==> config.mk <==
export PLATFORM = sky130hd
export DESIGN_NAME = http_request_header_parser
export DESIGN_NICKNAME = d
export VERILOG_FILES = /design/src/rtl/hrp_pkg.sv /design/src/rtl/hrp_front.sv /design/src/rtl/hrp_back.sv /design/src/rtl/http_request_header_parser.sv
export VERILOG_INCLUDE_DIRS = /design/src /design/src/rtl
export SDC_FILE = /design/constraint.sdc
export NUM_CORES = 1
export LEC_CHECK = 0
export ABC_AREA = 1
export BUFFER_PORTS_ARGS = -buffer_cell sky130_fd_sc_hd__clkbuf_2
export CORE_UTILIZATION = 30
export CTS_BUF_LIST = sky130_fd_sc_hd__clkbuf_16
export DETAILED_ROUTE_END_ITERATION = 12
export PLACE_DENSITY_LB_ADDON = 0.12
export SYNTH_ARGS = -nofsm -noshare
export SYNTH_HDL_FRONTEND = slang
export SYNTH_SLANG_ARGS = --single-unit
==> constraint.sdc <==
create_clock -name clk -period 6.4 [get_ports clk]
set_input_delay 1.28 -clock clk [delete_from_list [all_inputs] [get_ports clk]]
set_output_delay 1.28 -clock clk [all_outputs]
set_load 0.005 [all_outputs]
==> src/rtl/http_request_header_parser_macros.svh <==
// Assertion macros for the HTTP request header parser.
`ifndef HTTP_REQUEST_HEADER_PARSER_MACROS_SVH
`define HTTP_REQUEST_HEADER_PARSER_MACROS_SVH
// Assert that a condition implies a consequence in the same cycle.
`define HRP_ASSERT_IMP(lbl, a, b) \
  lbl: assert property (@(posedge clk) disable iff (!rst_n) (a) |-> (b)) \
    else $error("assertion failed");
// Assert that a condition implies a consequence in the next cycle.
`define HRP_ASSERT_NEXT(lbl, a, b) \
  lbl: assert property (@(posedge clk) disable iff (!rst_n) (a) |=> (b)) \
    else $error("assertion failed");
`endif

==> src/rtl/hrp_pkg.sv <==
// Package: types, codes and character classes of the HTTP request parser.
`default_nettype none
package hrp_pkg;
  typedef enum logic [4:0] {
    S_METHOD_START, S_METHOD, S_URI, S_H, S_T1, S_T2, S_P, S_SLASH,
    S_MAJ_START, S_MAJ, S_MIN_START, S_NL1, S_LINE_START, S_LWS,
    S_HNAME, S_SP_BEFORE_VALUE, S_HVALUE, S_NL2, S_NL3
  } state_t;

  localparam logic [1:0] ST_BUSY = 2'd0;
  localparam logic [1:0] ST_DONE = 2'd1;
  localparam logic [1:0] ST_SYNTAX = 2'd2;
  localparam logic [1:0] ST_BAD_URI = 2'd3;

  localparam logic [2:0] FK_NONE = 3'd0;
  localparam logic [2:0] FK_METHOD = 3'd1;
  localparam logic [2:0] FK_PATH = 3'd2;
  localparam logic [2:0] FK_QUERY = 3'd3;
  localparam logic [2:0] FK_HNAME = 3'd4;
  localparam logic [2:0] FK_HVALUE = 3'd5;

  localparam logic OP_DATA = 1'b0;
  localparam logic OP_RESTART = 1'b1;

  // One classified beat passed from the front end to the back end.
  typedef struct packed {
    logic       restart;
    logic [7:0] data;
    logic       is_ctl;
    logic       is_token;
    logic       is_dec;
    logic       is_hex;
    logic [3:0] hex;
  } beat_t;

  function automatic logic f_is_ctl(input logic [7:0] c);
    return (c <= 8'd31) || (c == 8'd127);
  endfunction

  function automatic logic f_is_tspecial(input logic [7:0] c);
    case (c)
      "(", ")", "<", ">", "@", ",", ";", ":", "\\", "\"", "/", "[", "]", "?",
      "=", "{", "}", " ", 8'h09: return 1'b1;
      default: return 1'b0;
    endcase
  endfunction
endpackage
`default_nettype wire

==> src/rtl/hrp_front.sv <==
// Front end: accept beats, classify characters, feed a two-entry queue.
`default_nettype none
module hrp_front import hrp_pkg::*; (
  input  wire logic       clk,
  input  wire logic       rst_n,
  input  wire logic       in_valid,
  output      logic       in_stall,
  input  wire logic       in_operation,
  input  wire logic [7:0] in_data_byte,
  output      logic       q_valid,
  output      beat_t      q_beat,
  input  wire logic       q_take
);
  beat_t      mem_r [2];
  logic       wp_r, rp_r;
  logic [1:0] cnt_r;
  beat_t      b;
  logic       push;

  always_comb begin
    b.restart = (in_operation == OP_RESTART);
    b.data = in_data_byte;
    b.is_ctl = f_is_ctl(in_data_byte);
    b.is_token = (in_data_byte < 8'd127) && !f_is_ctl(in_data_byte)
                 && !f_is_tspecial(in_data_byte);
    b.is_dec = (in_data_byte >= "0") && (in_data_byte <= "9");
    b.is_hex = 1'b1;
    b.hex = 4'd0;
    if (b.is_dec) begin
      b.hex = 4'(in_data_byte - "0");
    end else if (in_data_byte >= "a" && in_data_byte <= "f") begin
      b.hex = 4'(in_data_byte - "a" + 8'd10);
    end else if (in_data_byte >= "A" && in_data_byte <= "F") begin
      b.hex = 4'(in_data_byte - "A" + 8'd10);
    end else begin
      b.is_hex = 1'b0;
    end
  end

  assign in_stall = (cnt_r == 2'd2);
  assign push = in_valid && !in_stall;
  assign q_valid = (cnt_r != 2'd0);
  assign q_beat = mem_r[rp_r];

  always_ff @(posedge clk) begin
    if (push) begin
      mem_r[wp_r] <= b;
    end
  end

  always_ff @(posedge clk) begin
    if (!rst_n) begin
      wp_r <= 1'b0;
      rp_r <= 1'b0;
      cnt_r <= 2'd0;
    end else begin
      if (push) wp_r <= ~wp_r;
      if (q_take) rp_r <= ~rp_r;
      cnt_r <= cnt_r + {1'b0, push} - {1'b0, q_take};
    end
  end
endmodule
`default_nettype wire

==> src/rtl/hrp_back.sv <==
// Back end: grammar state machine, URI decoder and registered result.
`default_nettype none
module hrp_back import hrp_pkg::*; #(
  parameter int VERSION_BITS = 16
) (
  input  wire logic        clk,
  input  wire logic        rst_n,
  input  wire logic        q_valid,
  input  wire beat_t       q_beat,
  output      logic        q_take,
  output      logic        out_valid,
  input  wire logic        out_stall,
  output      logic [1:0]  out_status,
  output      logic [2:0]  out_field_kind,
  output      logic [7:0]  out_field_byte,
  output      logic        out_byte_valid,
  output      logic        out_header_start,
  output      logic [15:0] out_version_major,
  output      logic [15:0] out_version_minor
);
  localparam int VW = VERSION_BITS + 4;
  localparam logic [VW-1:0] VMAX = VW'((64'd1 << VERSION_BITS) - 64'd1);

  state_t st_r, st_nxt;
  logic hdr_r, hdr_nxt, pnz_r, pnz_nxt, dot_r, dot_nxt, inq_r, inq_nxt;
  logic [1:0] pp_r, pp_nxt, sts_r, sts_nxt;
  logic [3:0] hn_r, hn_nxt;
  logic [VERSION_BITS-1:0] maj_r, maj_nxt, min_r, min_nxt;
  logic [2:0] kind;
  logic [7:0] byt, d;
  logic vld, hs, have, step;
  logic [VW-1:0] prod_maj, prod_min;
  logic [VERSION_BITS-1:0] sat_maj, sat_min;
  logic [7:0] c;

  assign c = q_beat.data;
  // Take a beat whenever the result register is empty or being drained.
  assign q_take = q_valid && (!out_valid || !out_stall);
  assign step = q_take;

  // Version accumulate: v*10 + digit, saturating.
  always_comb begin
    prod_maj = (VW'(maj_r) << 3) + (VW'(maj_r) << 1) + VW'(q_beat.hex);
    prod_min = (VW'(min_r) << 3) + (VW'(min_r) << 1) + VW'(q_beat.hex);
    sat_maj = (prod_maj > VMAX) ? VMAX[VERSION_BITS-1:0] : prod_maj[VERSION_BITS-1:0];
    sat_min = (prod_min > VMAX) ? VMAX[VERSION_BITS-1:0] : prod_min[VERSION_BITS-1:0];
  end

  always_comb begin
    st_nxt = st_r; hdr_nxt = hdr_r; pnz_nxt = pnz_r; dot_nxt = dot_r;
    inq_nxt = inq_r; pp_nxt = pp_r; sts_nxt = sts_r; hn_nxt = hn_r;
    maj_nxt = maj_r; min_nxt = min_r;
    kind = FK_NONE; byt = 8'd0; vld = 1'b0; hs = 1'b0; have = 1'b0; d = 8'd0;
    if (q_beat.restart) begin
      st_nxt = S_METHOD_START; hdr_nxt = 1'b0; pnz_nxt = 1'b0; dot_nxt = 1'b0;
      inq_nxt = 1'b0; pp_nxt = 2'd0; sts_nxt = ST_BUSY; hn_nxt = 4'd0;
      maj_nxt = '0; min_nxt = '0;
    end else if (sts_r == ST_BUSY) begin
      case (st_r)
        S_METHOD_START: begin
          if (!q_beat.is_token) sts_nxt = ST_SYNTAX;
          else begin st_nxt = S_METHOD; kind = FK_METHOD; byt = c; vld = 1'b1; end
        end
        S_METHOD: begin
          if (c == " ") begin
            st_nxt = S_URI; pp_nxt = 2'd0; hn_nxt = 4'd0;
            pnz_nxt = 1'b0; dot_nxt = 1'b0; inq_nxt = 1'b0;
          end else if (!q_beat.is_token) sts_nxt = ST_SYNTAX;
          else begin kind = FK_METHOD; byt = c; vld = 1'b1; end
        end
        S_URI: begin
          if (c == " ") begin
            if (pp_r != 2'd0 || !pnz_r) sts_nxt = ST_BAD_URI;
            else st_nxt = S_H;
          end else if (q_beat.is_ctl) sts_nxt = ST_SYNTAX;
          else if (pp_r == 2'd1) begin
            if (!q_beat.is_hex) sts_nxt = ST_BAD_URI;
            else begin hn_nxt = q_beat.hex; pp_nxt = 2'd2; end
          end else if (pp_r == 2'd2) begin
            if (!q_beat.is_hex) sts_nxt = ST_BAD_URI;
            else begin
              d = {hn_r, q_beat.hex}; pp_nxt = 2'd0; hn_nxt = 4'd0; have = 1'b1;
            end
          end else if (c == "%") pp_nxt = 2'd1;
          else begin d = (c == "+") ? 8'h20 : c; have = 1'b1; end
          if (have) begin
            if (inq_r) begin kind = FK_QUERY; byt = d; vld = 1'b1; end
            else if (d == "?") inq_nxt = 1'b1;
            else if (!pnz_r && d != "/") sts_nxt = ST_BAD_URI;
            else if (d == "." && dot_r) sts_nxt = ST_BAD_URI;
            else begin
              dot_nxt = (d == "."); pnz_nxt = 1'b1;
              kind = FK_PATH; byt = d; vld = 1'b1;
            end
          end
        end
        S_H:  if (c == "H") st_nxt = S_T1; else sts_nxt = ST_SYNTAX;
        S_T1: if (c == "T") st_nxt = S_T2; else sts_nxt = ST_SYNTAX;
        S_T2: if (c == "T") st_nxt = S_P; else sts_nxt = ST_SYNTAX;
        S_P:  if (c == "P") st_nxt = S_SLASH; else sts_nxt = ST_SYNTAX;
        S_SLASH: begin
          if (c == "/") begin maj_nxt = '0; min_nxt = '0; st_nxt = S_MAJ_START; end
          else sts_nxt = ST_SYNTAX;
        end
        S_MAJ_START: begin
          if (q_beat.is_dec) begin maj_nxt = sat_maj; st_nxt = S_MAJ; end
          else sts_nxt = ST_SYNTAX;
        end
        S_MAJ: begin
          if (c == ".") st_nxt = S_MIN_START;
          else if (q_beat.is_dec) maj_nxt = sat_maj;
          else sts_nxt = ST_SYNTAX;
        end
        S_MIN_START: begin
          if (c == 8'h0d) st_nxt = S_NL1;
          else if (q_beat.is_dec) min_nxt = sat_min;
          else sts_nxt = ST_SYNTAX;
        end
        S_NL1: if (c == 8'h0a) st_nxt = S_LINE_START; else sts_nxt = ST_SYNTAX;
        S_LINE_START: begin
          if (c == 8'h0d) st_nxt = S_NL3;
          else if (hdr_r && (c == " " || c == 8'h09)) st_nxt = S_LWS;
          else if (!q_beat.is_token) sts_nxt = ST_SYNTAX;
          else begin
            hdr_nxt = 1'b1; st_nxt = S_HNAME;
            kind = FK_HNAME; byt = c; vld = 1'b1; hs = 1'b1;
          end
        end
        S_LWS: begin
          if (c == 8'h0d) st_nxt = S_NL2;
          else if (c != " " && c != 8'h09) begin
            st_nxt = S_HVALUE; kind = FK_HVALUE; byt = c; vld = 1'b1;
          end
        end
        S_HNAME: begin
          if (c == ":") st_nxt = S_SP_BEFORE_VALUE;
          else if (!q_beat.is_token) sts_nxt = ST_SYNTAX;
          else begin kind = FK_HNAME; byt = c; vld = 1'b1; end
        end
        S_SP_BEFORE_VALUE: if (c == " ") st_nxt = S_HVALUE; else sts_nxt = ST_SYNTAX;
        S_HVALUE: begin
          if (c == 8'h0d) st_nxt = S_NL2;
          else if (q_beat.is_ctl) sts_nxt = ST_SYNTAX;
          else begin kind = FK_HVALUE; byt = c; vld = 1'b1; end
        end
        S_NL2: if (c == 8'h0a) st_nxt = S_LINE_START; else sts_nxt = ST_SYNTAX;
        S_NL3: sts_nxt = (c == 8'h0a) ? ST_DONE : ST_SYNTAX;
        default: sts_nxt = ST_SYNTAX;
      endcase
    end
  end

  always_ff @(posedge clk) begin
    if (!rst_n) begin
      st_r <= S_METHOD_START; hdr_r <= 1'b0; pnz_r <= 1'b0; dot_r <= 1'b0;
      inq_r <= 1'b0; pp_r <= 2'd0; sts_r <= ST_BUSY; hn_r <= 4'd0;
      maj_r <= '0; min_r <= '0; out_valid <= 1'b0;
    end else begin
      if (step) begin
        st_r <= st_nxt; hdr_r <= hdr_nxt; pnz_r <= pnz_nxt; dot_r <= dot_nxt;
        inq_r <= inq_nxt; pp_r <= pp_nxt; sts_r <= sts_nxt; hn_r <= hn_nxt;
        maj_r <= maj_nxt; min_r <= min_nxt;
      end
      if (step) out_valid <= 1'b1;
      else if (!out_stall) out_valid <= 1'b0;
    end
  end

  // Result payload; hold while stalled.
  always_ff @(posedge clk) begin
    if (step) begin
      out_status <= sts_nxt;
      out_field_kind <= kind;
      out_field_byte <= byt;
      out_byte_valid <= vld;
      out_header_start <= hs;
      out_version_major <= 16'(maj_nxt);
      out_version_minor <= 16'(min_nxt);
    end
  end
endmodule
`default_nettype wire

==> src/rtl/http_request_header_parser.sv <==
// Top level of the HTTP request line and header parser.
// Usage:
//  - Input channel: one beat per request byte (in_operation = 0) or a restart
//    (in_operation = 1), accepted when in_valid is high and in_stall is low.
//  - Output channel: exactly one result beat per input beat, in order, with
//    the sticky status, the tagged field byte and the versions so far.
//  - Path: an accepted beat is written to the front queue, then to the result
//    register once the back end takes it from the queue.
//  - Throughput: one beat per cycle while out_stall is low; the back end settles
//    one byte per cycle and the two-entry queue absorbs a stall.
//  - Output stall: the result register holds; the back end stops draining
//    the queue, and in_stall rises once both queue entries are full.
//  - Reset (rst_n low, synchronous): the queue empties, no result is valid
//    and the parser returns to the start of the method token.
//  - Restart beat: clears all parser state; the result reports all zeros.
//  - Once the status is nonzero it stays until a restart beat.
`default_nettype none
`include "http_request_header_parser_macros.svh"
module http_request_header_parser import hrp_pkg::*; #(
  parameter int VERSION_BITS = 16
) (
  input  wire logic        clk,
  input  wire logic        rst_n,
  input  wire logic        in_valid,
  output      logic        in_stall,
  input  wire logic        in_operation,
  input  wire logic [7:0]  in_data_byte,
  output      logic        out_valid,
  input  wire logic        out_stall,
  output      logic [1:0]  out_status,
  output      logic [2:0]  out_field_kind,
  output      logic [7:0]  out_field_byte,
  output      logic        out_byte_valid,
  output      logic        out_header_start,
  output      logic [15:0] out_version_major,
  output      logic [15:0] out_version_minor
);
  logic  q_valid, q_take;
  beat_t q_beat;

  // Classify and buffer incoming beats.
  hrp_front u_front (
    .clk, .rst_n, .in_valid, .in_stall, .in_operation, .in_data_byte,
    .q_valid, .q_beat, .q_take
  );

  // Advance the grammar and drive the result register.
  hrp_back #(.VERSION_BITS(VERSION_BITS)) u_back (
    .clk, .rst_n, .q_valid, .q_beat, .q_take, .out_valid, .out_stall,
    .out_status, .out_field_kind, .out_field_byte, .out_byte_valid,
    .out_header_start, .out_version_major, .out_version_minor
  );

  `HRP_ASSERT_IMP(a_take_needs_data, q_take, q_valid)
  `HRP_ASSERT_NEXT(a_take_fills_out, q_take, out_valid)
  `HRP_ASSERT_IMP(a_byte_has_kind, out_valid && out_byte_valid, out_field_kind != FK_NONE)
  `HRP_ASSERT_IMP(a_start_is_name, out_valid && out_header_start, out_field_kind == FK_HNAME)
endmodule
`default_nettype wire
==> metrics.txt <==
Final TNS setup 0 ps; Post-DP Area 11,300 um^2; Post-Place Cells around 2.0k; WP depth 19; synth warn 0; CTS Buffer Depth 2; period utilisation layout 74.8%; Finish-stage setup viols 0; reg2reg setup slack 1610 ps; worst-path fanout max 22; worst path arrival time 4990 ps; die area 35,800 um^2; row count between 60 and 70; sequential fraction of the synthesis area 33.6%; Vias/cell 5.03; critical path's top delay family simple AND/OR/NAND/NOR gates; initial antenna violation count 0; register bit count reported by yosys 136; CTS buffer count 17; Syn Inst Count 1,471; synthesized area 10,500 um^2; Most common cell on crit path nand2_1; min cycle time layout 4790 ps; reg2reg path depth 19; post-layout worst setup margin approximately 1600 ps; WL/cell 16.2 um; Worst path max stage delay a little over 800 ps; drt total wl around 32,000 um; Congestion Overflow GR 0; crit-path cells inv_2 > nand2_1 > nand2_1 > fa_1 > fa_1 > nand3_1 > nand2_1 > a21oi_1 > o21ai_0 > nand3_1 > nand2_1 > xor2_1 > nor2_1 > buf_4 > nand3_1 > nand2_1 > o211ai_1 > nand2_1 > inv_1; nets ~1.6k; Max rail drop VDD 237 uV; Design Area, Final 11,800 um^2; Max Cap Violations 0; ANT nets after route 0; ys async rst share 0%; CTS Root Cell clkbuf_16; routed vias 9,971; first-pass GRT wire length 52,400 um; Post-Syn Nets between 1.5k and 2k; post-synthesis cell type count 55; EDFF count, synth 81; crit path max-delay cell type dfxtp_1; f_max 209 MHz; Initial Utilization 30.4%; type of element capturing the critical path register; I/O pins 62; share of cells above drive strength 1 roughly 11%; pre-CTS setup slack approximately 1600 ps; clock sinks 136; CTS tree yes; required time of the critical path 6600 ps; Final Hold Fails 0; total setup buffers inserted after CTS 0; Ant. Diodes 0; DRT Pass-1 Iters 5; syn_area_per_cell ~7.1 um^2; leakage power roughly 5.5 nW; Global Route Usage Sum around 19%; die height 189 um; Worst Hold Class register to register; Clk pin slew, worst setup/hold paths roughly 60 ps; final hold slack about 450 ps; Hold Startpoint u_front.rp_r; number of global-route vias before repair 9,742; WP buf/inv 3; hold path depth 1; status finished clean; relative slew slack 19.1%; Core ar. 34,500 um^2; Final Skew 12.3 ps; CTS H-Tree Depth 4; Synth Flop Type edfxtp_1; Cell Pwr Density 484 nW/um^2; Die X 189 um; Area Growth Syn to Fin 12.4%; CP startpoint kind register; drt drc 0; post-DP HPWL 23,700 um; Final Non-Filler Cells slightly below 2k; Critical R2R Capture u_back.out_version_minor[8]; Setup CP Type register to register; Slew Limit Fails 0; worst skew pair latency 440 ps; Iteration-0 DRC Markers 811; GP Congestion ~0.89; largest net degree at the start of global routing 67; CTS hold repair buffers 0; Port Buf Inserts between 60 and 70; post-CTS resize count 0; Least-Margin Pin Slew 1210 ps; unrepaired setup endpoints after global routing false
-- report_power, final --
group / internal, mW / switching, mW
Clock: 0.541 / 0.432
Sequential: 1.33 / 0.271
Combinational: 1.05 / 2.11
Total: 2.92 / 2.81
-- cell type report --
type / instances / area [um^2]
sequential: 136 / 3530
multi-input combinational: 1087 / 6010
timing repair buffer: 71 / 380
inverter: 203 / 764
clock buffer: 17 / 425
clock inverter: 15 / 140
fill: 3719 / 22700
tap: 455 / 569
-- placed cells by master (no fill, tap or decap), types with 5 or more instances in the layout --
master     instances
inv_2             14
o31ai_1            7
a31oi_1            9
nor4_1             7
inv_6              5
nand3_1           93
clkbuf_2          61
nand4_1           14
o22ai_1           12
xnor2_1            9
nor2_1           127
ha_1              72
a21oi_1          144
a22oi_1           12
buf_4             10
nor3_1            36
a21o_1             5
o211ai_1          12
nor2_2             7
inv_1            188
dfxtp_1           55
clkbuf_16         17
xor2_1            17
edfxtp_1          81
nand2_2           17
o21ai_0           95
nand2_1          324
a211oi_1          14
-- cell families after synthesis --
kind of cell / Yosys count / share of synthesized area [%]
AO/OA/AOI/OAI: 340 / 18.6
XOR/XNOR: 26 / 2.17
adder cells (fa/ha/maj): 76 / 9.33
buffers and inverters: 248 / 9.26
flip-flops: 136 / 33.6
AND/OR/NAND/NOR: 645 / 27.1
-- how the worst max path moves through the flow --
stage          startpoint                           to  slack [ps]
2_1_floorplan   out_stall             u_front.cnt_r[1]        2040
3_3_place_gp     register  u_back.out_version_major[2]        1740
3_5_place_dp     register  u_back.out_version_major[6]        1620
4_1_cts          register  u_back.out_version_major[6]        1590
5_1_grt          register  u_back.out_version_major[7]        1150
6_report         register  u_back.out_version_minor[8]        1610
-- cell usage after synthesis (all sizes together) (4+ instances only) --
library cell	instances	area, um^2
a21o	5	37.5
a22oi	12	90.1
o21ai	103	538
xor2	17	149
o22ai	12	75.1
xnor2	9	78.8
nor2	137	563
edfxtp	81	2430
or2	4	25.0
nand4	14	87.6
a21oi	145	729
a211oi	14	105
inv	201	754
a31oi	9	56.3
nor4	10	98.8
nand2	343	1350
o31ai	7	52.6
o211ai	12	90.1
ha	72	901
nand3	97	505
o311ai	4	35.0
dfxtp	55	1100
fa	4	80.1
clkbuf	27	101
buf	18	110
nor3	36	180
-- registers in the layout, indices dropped and copies added (netlist names), named ones only --
register                  cells
u_front.wp_r                  1
u_back.hn_r                   4
u_back.pp_r                   2
u_back.min_r                 16
u_back.dot_r                  1
u_back.out_field_kind         3
u_front.mem_r                34
u_back.hdr_r                  1
u_back.sts_r                  2
u_back.out_valid              1
u_back.out_header_start       1
u_front.cnt_r                 2
u_back.st_r                   5
u_back.out_byte_valid         1
u_back.out_field_byte         8
u_back.maj_r                 16
u_back.out_status             2
u_back.pnz_r                  1
u_front.rp_r                  1
u_back.out_version_minor     16
u_back.out_version_major     16
u_back.inq_r                  1
-- stage by stage --
stage / utilization [%] / power [mW]
6_report: 34.2 / 5.72
5_1_grt: 34.2 / 6.27
4_1_cts: 34.2 / 5.78
3_5_place_dp: 32.6 / 4.78
3_3_place_gp: 32.6 / 4.80
2_1_floorplan: - / 3.84
-- layer usage --
metal  GRT usage, %  up-vias  share of wire [%]  wire length, um
li1               -     5076                  -                -
met1           25.3     4613                 49            15600
met2           30.0      244                 45            14500
met3           2.67       38                4.0             1300
met4           5.99        0                1.9              595
met5              0        -                  0                0
-- worst register-to-register path, cell delays in order, from the launching register on --
cell	delay, ps
dfxtp_1	810
inv_2	320
nand2_1	130
nand2_1	210
fa_1	590
fa_1	480
nand3_1	100
nand2_1	110
a21oi_1	270
o21ai_0	200
nand3_1	110
nand2_1	60
xor2_1	140
nor2_1	370
buf_4	270
nand3_1	90
nand2_1	70
o211ai_1	80
nand2_1	110
inv_1	40
Power figures use the tool's default switching activity.
